<file path="src/hdl/pic_pkg.sv">
`timescale 1ns / 1ps
`default_nettype none
// ----------------------------------------------------------------------------
// pic_pkg
// Shared constants, types and saturating arithmetic for the particle push.
// ----------------------------------------------------------------------------
package pic_pkg;

  localparam int FRACTION_BITS = 40;
  localparam int GRID_COLUMNS  = 256;
  // Rows wrap by masking, so the row count is kept a power of two.
  localparam int GRID_ROWS     = 128;

  localparam int ADDR_W   = 15;
  localparam int DEPTH    = 1 << ADDR_W;
  localparam int COL_W    = $clog2(GRID_COLUMNS);
  localparam int ROW_W    = $clog2(GRID_ROWS);
  localparam int WGT_W    = FRACTION_BITS + 1;
  localparam int FIFO_D   = 8;
  localparam int FIFO_AW  = $clog2(FIFO_D);
  localparam int CREDIT_W = $clog2(FIFO_D + 1);
  localparam int CTX_N    = 19;

  localparam logic [62:0] INV_CELL_RST  = 63'd1099511627776;
  localparam logic [63:0] KICK_RST      = 64'd0;
  localparam logic [62:0] TIME_STEP_RST = 63'd10995116;
  localparam logic [62:0] LENGTH_RST    = 63'd0;

  localparam logic signed [63:0] Q_MAX = {1'b0, {63{1'b1}}};
  localparam logic signed [63:0] Q_MIN = {1'b1, {63{1'b0}}};

  typedef enum logic [2:0] {
    REG_INV_CELL  = 3'd0,
    REG_KICK      = 3'd1,
    REG_TIME_STEP = 3'd2,
    REG_LENGTH_X  = 3'd3,
    REG_LENGTH_Y  = 3'd4
  } reg_idx_t;

  typedef enum logic [1:0] {
    ST_KEPT = 2'd0,
    ST_LOST = 2'd1,
    ST_WRAP = 2'd2
  } status_t;

  typedef struct packed {
    logic signed [63:0] px;
    logic signed [63:0] py;
    logic signed [63:0] vx;
    logic signed [63:0] vy;
    logic [1:0]         status;
    logic               last;
  } out_t;

  function automatic logic signed [63:0] sat_add(input logic signed [63:0] a,
                                                 input logic signed [63:0] b);
    logic signed [63:0] s;
    s = a + b;
    if ((a[63] == b[63]) && (s[63] != a[63])) begin
      s = a[63] ? Q_MIN : Q_MAX;
    end
    return s;
  endfunction

  function automatic logic signed [63:0] sat_neg(input logic signed [63:0] a);
    logic signed [63:0] r;
    r = (a == Q_MIN) ? Q_MAX : -a;
    return r;
  endfunction

  function automatic logic [COL_W-1:0] clamp_col(input logic signed [63:0] c);
    logic [COL_W-1:0] r;
    if (c < 0) begin
      r = '0;
    end else if (c > 64'(GRID_COLUMNS - 1)) begin
      r = COL_W'(GRID_COLUMNS - 1);
    end else begin
      r = c[COL_W-1:0];
    end
    return r;
  endfunction

  function automatic logic [ADDR_W-1:0] addr_of(input logic [COL_W-1:0] col,
                                                input logic [ROW_W-1:0] row);
    logic [31:0] t;
    t = 32'(col) * 32'(GRID_ROWS) + 32'(row);
    return t[ADDR_W-1:0];
  endfunction

endpackage
`default_nettype wire

</file>
<file path="src/hdl/pic_ofifo.sv">
`timescale 1ns / 1ps
`default_nettype none
// ----------------------------------------------------------------------------
// pic_ofifo
// Result queue that decouples the fixed-latency pipeline from the consumer.
// ----------------------------------------------------------------------------
module pic_ofifo (
  input  wire             clk,
  input  wire             rst_n,
  input  wire             push,
  input  pic_pkg::out_t   push_data,
  input  wire             pop,
  output logic            not_empty,
  output pic_pkg::out_t   head
);
  import pic_pkg::*;

  out_t               ent_r [FIFO_D];
  logic [FIFO_AW-1:0] wr_ptr_r, rd_ptr_r;
  logic [CREDIT_W-1:0] count_r;

  assign not_empty = (count_r != '0);
  assign head      = ent_r[rd_ptr_r];

  always_ff @(posedge clk) begin
    if (push) begin
      ent_r[wr_ptr_r] <= push_data;
    end
  end

  always_ff @(posedge clk) begin
    if (!rst_n) begin
      wr_ptr_r <= '0;
      rd_ptr_r <= '0;
      count_r  <= '0;
    end else begin
      if (push) begin
        wr_ptr_r <= wr_ptr_r + 1'b1;
      end
      if (pop) begin
        rd_ptr_r <= rd_ptr_r + 1'b1;
      end
      count_r <= count_r + CREDIT_W'(push) - CREDIT_W'(pop);
    end
  end

endmodule
`default_nettype wire

</file>
<file path="config.mk">
export PLATFORM = sky130hd
export DESIGN_NAME = pic_ofifo
export DESIGN_NICKNAME = d
export VERILOG_FILES = /design/src/hdl/pic_pkg.sv /design/src/hdl/pic_ofifo.sv
export SDC_FILE = /design/constraint.sdc
export NUM_CORES = 1
export LEC_CHECK = 0
export ABC_CLOCK_PERIOD_IN_PS = 22400
export BUFFER_PORTS_ARGS = -buffer_cell sky130_fd_sc_hd__buf_2
export CAP_MARGIN = 0
export CELL_PAD_IN_SITES_DETAIL_PLACEMENT = 0
export CELL_PAD_IN_SITES_GLOBAL_PLACEMENT = 1
export CORE_MARGIN = 3
export CORE_UTILIZATION = 40
export CTS_BUF_LIST = sky130_fd_sc_hd__clkbuf_4 sky130_fd_sc_hd__clkbuf_8 sky130_fd_sc_hd__clkbuf_16
export DETAILED_ROUTE_END_ITERATION = 10
export GPL_TIMING_DRIVEN = 0
export PLACE_DENSITY_LB_ADDON = 0.1
export SLEW_MARGIN = 20
export SYNTH_ARGS = -nofsm -noshare
export SYNTH_HDL_FRONTEND = slang
export SYNTH_SLANG_ARGS = --single-unit
</file>
<file path="constraint.sdc">
create_clock -name clk -period 22.4 [get_ports clk]
set_input_delay 4.48 -clock clk [delete_from_list [all_inputs] [get_ports clk]]
set_output_delay 4.48 -clock clk [all_outputs]
set_load 0.02 [all_outputs]
</file>
Word-level counts from Yosys, hierarchy flattened. Memory sizes are Yosys's and may differ from the RTL's. A register that Yosys moved wholly into a read port is not among the register bits. Index checks and enable logic that the tools add are counted.

Register bits: 10. Bits in writable memories: 2072. Input port bits: 263. Output and inout bits: 260. Word-level logic and storage cells: 13. Memories kept: 1.

Add/sub/neg operators: 4. Mux-type cells: 4. Reductions and logical operators: 1.

Memories: ent_r (words 8, bits a word 259, read ports 1, clocked after memory_dff 1, write ports 1, line pic_ofifo.sv:18) `out_t ent_r [FIFO_D];`.

Operator list (number): $add 3x1->3 const B (2); $mux 3 (2); $add 4x1->4 (1); $reduce_bool 4->1 (1); $sub 4x1->4 (1); $mux 1 (2).

Depth between registers and ports, before layout. Gate-level depths: netlist of run 1.

Word-level depth: 3. Mapped depth: 8.

Worst setup path after synthesis of run 1. Ideal clock, no wire load.

Path type: in2reg. Start: input port push. End: memory ent_r[0][0] in the netlist's numbering (enable). Library setup time: 1197 ps. Data arrival time: 21992 ps. Data required time: 21203 ps. Setup slack: -789 ps. Cell stages on the path: 2. Path buffers: 0. Path through: nand2b_1 -> nor3_1.

Cells in the longest elaborated chain, start to end: 2.

RTL lines: from (decl) (line pic_ofifo.sv:10) `input wire push,`; $mux 1 (line pic_ofifo.sv:26) `if (push) begin`; $mux 1 (implied by the code) (line pic_ofifo.sv:27) `ent_r[wr_ptr_r] <= push_data;`; to (decl) (line pic_ofifo.sv:18).

No other way between the ends.

==> impl_metrics.toml, run 1 <==
[outcome]
status = "finished, final reports clean"

[synthesis]
synth_nets = 3332
synth-edff-count = 2072
syn_inst = 3061
synth_seq_area_share_pct = 80.0
ys.flop_type = "edfxtp_1"
synth_commonest_cells = "2072 x edfxtp_1, 518 x mux4_2, 259 x mux2_2"
async_reset_ff_share_pct = 0
syn_area_per_cell_um2 = 25.5
netlist-cell-type-count = 24
synth_area_leaders = "edfxtp_1 80%, mux4_2 15%, mux2_2 3.7%"
synth_top_area_share_pct = 79.7
yosysMostFrequentCell = "edfxtp_1"
synth-seq-cells = 2085
synth_area_leader_cell = "edfxtp_1"
ys_warn_count = 0
netlist_area_um2 = 78100

[cts]
clk_pin_slew_ns = 0.06
cts_tree = "yes"
numClockSinks = 2085
clock_latency_ns = 0.85
ctsHoldBuffers = 0
cts_setup_buffers = 0
cts_buffer_depth = 3
numCtsBuffers = 219
htree_levels = 4
cts_resized = 0
root_buffer = "clkbuf_16"

[power]
p_int_w = 0.00672
total_power_w = 0.00867
ir_worst_vdd_uv = 62.3
comb_power_share_pct = 9.3
p_clk_share_pct = 39.8
power_switching_w = 0.00195
swShare_pct = 22.5
p_leak_nw = 30.2
p_per_area_nw_per_um2 = 91.9
seqPwrFrac_pct = 50.9

[critical_path]
cpMostUsedCell = "buf_2"
cpPeakStageDelay_ns = 0.79
cp_max_fo = 10
crit_end = "head[173]"
slowest_stage = "buf_1"
worst-path-buf-inv = 4
worstSetupStartpointType = "flop"
r2r-end = "ent_r[0][170]$_DFFE_PP_"
reg2regPathDepth = 9
crit_chain = "buf_2, clkbuf_2, buf_1, mux4_2, mux2_2, buf_2"
worst-r2r-setup-slack_ns = 19.35
worst_ep_required_time_ns = 17.92
cp-end-kind = "output port"
path_depth = 6
critPathKind = "flop to output port"
cp.arrival_ns = 3.56
timing.rr.start = "wr_ptr_r[2]$_SDFFE_PN0P_"
cp_top_family = "buffers and inverters"

[detailed_routing]
first_pass_iters = 5
dr_total_vias = 35200
wirelength_um = 193000
ant_nets = 0
routed_via_density = 5.26
drt_first_iter_violations = 2792
drc = 0
post_drt_wl_per_cell_um = 28.8

[sta]
rsz0062_at_grt = "no"
tightest_slew_ns = 0.999
fin_skew_ns = 0.0171
min_period_ns = 8.04
fin_crit_sh_pct = 35.9
whs_ns = 0.550
slew_viol_final = 0
setup_tns_ns = 0
fmax_mhz = 124
hold_violations = 0
finalSetupViolations = 0
relSlewSlack_pct = 33.4

[layout]
fin_cells = 6704
register_area_um2 = 62500
drive_gt1_share_pct = 45.4
filler_cell_count = 15700
multi_input_area_um2 = 15000
finish.utilization_pct = 48.8
fin_nets = 4239
area.growth.synth_to_final_pct = 20.7

[floorplan]
initial_core_util_pct = 40.4
fp.dieW_um = 448
ioPinCount = 523
core_um2 = 193000
die_h_um = 448
die_area_um2 = 201000
rows = 161

[global_routing]
antenna_found_initial = 98
grt_pass1_vias = 36900
grt_max_degree = 20
grt_usage_pct = 19.3
grt_pass1_wl_um = 275000
grt_overflow = 0

[placed_design]
place.gp.congestion = 0.687
dp_hpwl_um = 126000
placed_cells = 6273
portBuffers = 522

[flow_run]
drv_cap = 0

[min_path]
hold_depth = 2
hold_class = "flop to flop"
==> cells in the final DEF, fill, tap and decap left out, types with 10 or more instances in the layout <==
master	Yosys	layout
buf_8	0	48
clkbuf_4	0	52
buf_12	0	56
bufinv_16	0	10
clkbuf_16	0	222
clkbuf_1	63	57
clkinv_2	0	32
mux2_2	259	259
clkinv_1	0	65
buf_16	0	54
buf_2	67	589
diode_2	0	35
buf_1	11	11
edfxtp_1	2072	2072
buf_6	4	10
dfxtp_1	13	13
mux4_2	518	518
==> worst reg2reg max path, delay by kind of cell (launching register included) <==
kind,cells,cell delay [ns]
flops,1,0.33
simple gates,2,0.99
buf+inv,7,1.41
==> layer usage <==
metal / part of all wire, % / global-route usage, % / wire [µm] / vias to the layer above
met5: 0.089 / 0 / 172 / -
met4: 2.8 / 6.01 / 5330 / 26
met3: 5.8 / 4.44 / 11100 / 366
met2: 50 / 31.7 / 95800 / 919
met1: 42 / 25.8 / 80400 / 18800
li1: - / - / - / 15100
==> state kept, by name, indices dropped and copies added, names as in the netlist, named ones only <==
register	flops
count_r	4
ent_r	2072
rd_ptr_r	3
wr_ptr_r	3
==> logic make-up after synthesis <==
logic type	after synthesis	synth area share (%)
multiplexers	780	18.7
XOR/XNOR	5	0.0561
buffers and inverters	153	0.883
flip-flops	2085	80.0
adder cells (fa/ha/maj)	8	0.138
AND/OR/NAND/NOR	28	0.184
AO/OA/AOI/OAI	2	0.0160
==> stage by stage <==
step,instance area [µm²],setup slack (ns)
finish,94300,14.36
global route,94200,14.16
CTS,94200,14.16
detailed placement,87300,15.06
global placement,83900,-8.27
floorplan,78100,6.17
==> worst min-delay path by stage <==
stage                        startpoint                       end  slack [ns]
4_1_cts        rd_ptr_r[1]$_SDFFE_PN0P_                      flop        0.56
6_report       rd_ptr_r[1]$_SDFFE_PN0P_                      flop        0.55
3_3_place_gp   rd_ptr_r[1]$_SDFFE_PN0P_  rd_ptr_r[1]$_SDFFE_PN0P_        0.54
2_1_floorplan  rd_ptr_r[1]$_SDFFE_PN0P_                      flop        0.51
5_1_grt        rd_ptr_r[1]$_SDFFE_PN0P_                      flop        0.60
3_5_place_dp   rd_ptr_r[1]$_SDFFE_PN0P_  rd_ptr_r[1]$_SDFFE_PN0P_        0.55
==> power by group through the flow <==
| stage | combinational [W] | clock [W] | sequential, W |
|---|---|---|---|
| finish | 0.000805 | 0.00345 | 0.00441 |
| global route | 0.000865 | 0.00371 | 0.00442 |
| floorplan | 0.000466 | 0 | 0.00453 |
| CTS | 0.000835 | 0.00355 | 0.00441 |
| global placement | 0.000783 | 0 | 0.00458 |
| detailed placement | 0.000833 | 0 | 0.00450 |
==> area by class of cell <==
cell class,count,share of cell area (%)
Antenna cell,35,0.0929
Buffer,146,0.711
Clock buffer,274,6.31
Clock inverter,122,0.970
Inverter,7,0.0279
Multi-Input combinational cell,823,15.9
Sequential cell,2085,66.3
Tap cell,2526,3.35
Timing Repair Buffer,686,6.37
(Power assumes the default switching activity.)
==> run 2: changes to the inputs <==
ABC_CLOCK_PERIOD_IN_PS = 8200   (was 22400)
clock period = 8.2 ns   (was 22.4 ns; I/O delays follow)
==> impl_metrics.toml, run 2 (synthesis gave the netlist of run 1 again) <==
[outcome]
status = "finished, final reports clean"

[layout]
top_regs = "ent_r (2072), count_r (4)"
fin_cells = 6714
drive_gt1_share_pct = 45.7
fin_nets = 4242
regMostFlops = "ent_r"
filler_cell_count = 15800
final_cell_mix = "2072 x edfxtp_1, 589 x buf_2, 518 x mux4_2"
final_common_cell = "edfxtp_1"
area.growth.synth_to_final_pct = 20.9
largest_reg_flops = 2072

[critical_path]
timing.rr.start = "wr_ptr_r[0]$_SDFFE_PN0P_"
worstSetupStartpointType = "flop"
worst-r2r-setup-slack_ns = 5.50
cp.arrival_ns = 3.48
reg2regPathDepth = 7
cp_max_fo = 10
r2r-end = "ent_r[1][175]$_DFFE_PP_"
worst_ep_required_time_ns = 6.56
cp-end-kind = "output port"
critPathKind = "flop to output port"

[cts]
numClockSinks = 2085
cts_tree = "yes"
ctsHoldBuffers = 0
cts_resized = 0
clock_latency_ns = 0.85
cts_setup_buffers = 0
root_buffer = "clkbuf_16"
clk_pin_slew_ns = 0.06
numCtsBuffers = 219
cts_buffer_depth = 3
htree_levels = 4

[global_routing]
grt_usage_pct = 19.3
antenna_found_initial = 98
grt_pass1_vias = 37100
grt_max_degree = 20
grt_pass1_wl_um = 275000
grt_overflow = 0

[floorplan]
ioPinCount = 523
die_area_um2 = 201000
fp.dieW_um = 448
core_um2 = 193000
die_h_um = 448
rows = 161
initial_core_util_pct = 40.4

[flow_run]
drv_cap = 0

[min_path]
hold_class = "flop to flop"
hold_depth = 2
hold_start = "rd_ptr_r[1]$_SDFFE_PN0P_"

[power]
ir_worst_vdd_uv = 202
total_power_w = 0.0237
p_leak_nw = 30.2
p_per_area_nw_per_um2 = 251

[detailed_routing]
routed_via_density = 5.24
dr_total_vias = 35200
wirelength_um = 192000
post_drt_wl_per_cell_um = 28.6
ant_nets = 0
drc = 0
drt_first_iter_violations = 2567
first_pass_iters = 5

[sta]
fin_skew_ns = 0.0264
min_period_ns = 5.12
fmax_mhz = 195
slew_viol_final = 0
rsz0062_at_grt = "no"
tightest_slew_ns = 0.927
finalSetupViolations = 0
fin_crit_sh_pct = 62.5
relSlewSlack_pct = 38.2
hold_violations = 0
fin_ws_ns = 3.08

[placed_design]
dp_hpwl_um = 127000
placed_cells = 6276
dp_slack_ns = 3.75
portBuffers = 522
place.gp.congestion = 0.680
-- run 2: changes by cell type in the layout (fill, tap and decap cells not counted), sizes merged --
cell | before | now
buf | 768 | 771
diode | 35 | 37
clkinvlp | 2 | 3
inv | 17 | 14
clkinv | 100 | 101
clkbuf | 338 | 344
-- run 2: area by class of cell --
class	count	area [µm²]	area share, %
plain buffers	146	671	0.710
clock inverters	121	911	0.965
multi-input cells	823	15000	15.9
repair buffers	689	6100	6.46
clock buffers	280	5990	6.34
flip-flops and latches	2085	62500	66.2
inverters	7	26.3	0.0278
well taps	2526	3160	3.35
diodes	37	92.6	0.0980
-- run 2: worst max-delay path by stage --
stage	cells past startpoint	end	slack [ns]
finish	8	head[193]	3.08
global route	8	head[197]	2.82
CTS	8	head[189]	2.81
detailed placement	8	head[189]	3.75
global placement	3	ent_r[1][168]$_DFFE_PP_	-9.83
floorplan	2	ent_r[1][0]$_DFFE_PP_	-0.79
-- run 2: worst max-delay path: stages, from the launching register on --
cell and delay (ns):
dfxtp_1 0.31, buf_2 0.13, buf_2 0.42, clkbuf_2 0.38
buf_16 0.20, buf_2 0.34, mux4_2 0.34, mux2_2 0.28
buf_2 0.21
-- run 2: where the power goes --
part | total (W) | internal (W) | switching [W]
logic | 0.00220 | 0.000930 | 0.00127
registers | 0.0121 | 0.0120 | 0.0000530
clock network | 0.00946 | 0.00545 | 0.00401
-- run 2: stage by stage --
step           cell area (µm²)  util (%)  TNS [ns]  hold slack (ns)
2_1_floorplan            78200         -   -885.29            0.512
3_3_place_gp             83900      43.4         -            0.545
3_5_place_dp             87400      45.2         0            0.545
4_1_cts                  94300      48.8         0            0.554
5_1_grt                  94400      48.8         0            0.594
6_report                 94400      48.8         0            0.551
-- run 2: metal layers --
metal | share of wire (%) | track usage (%) | vias to the layer above | wire length (µm)
met3 | 5.7 | 4.58 | 349 | 10900
met1 | 41 | 25.5 | 18800 | 79200
met5 | 0.081 | 0 | - | 155
li1 | - | - | 15100 | -
met4 | 2.6 | 5.22 | 22 | 4980
met2 | 50 | 32.1 | 837 | 96700
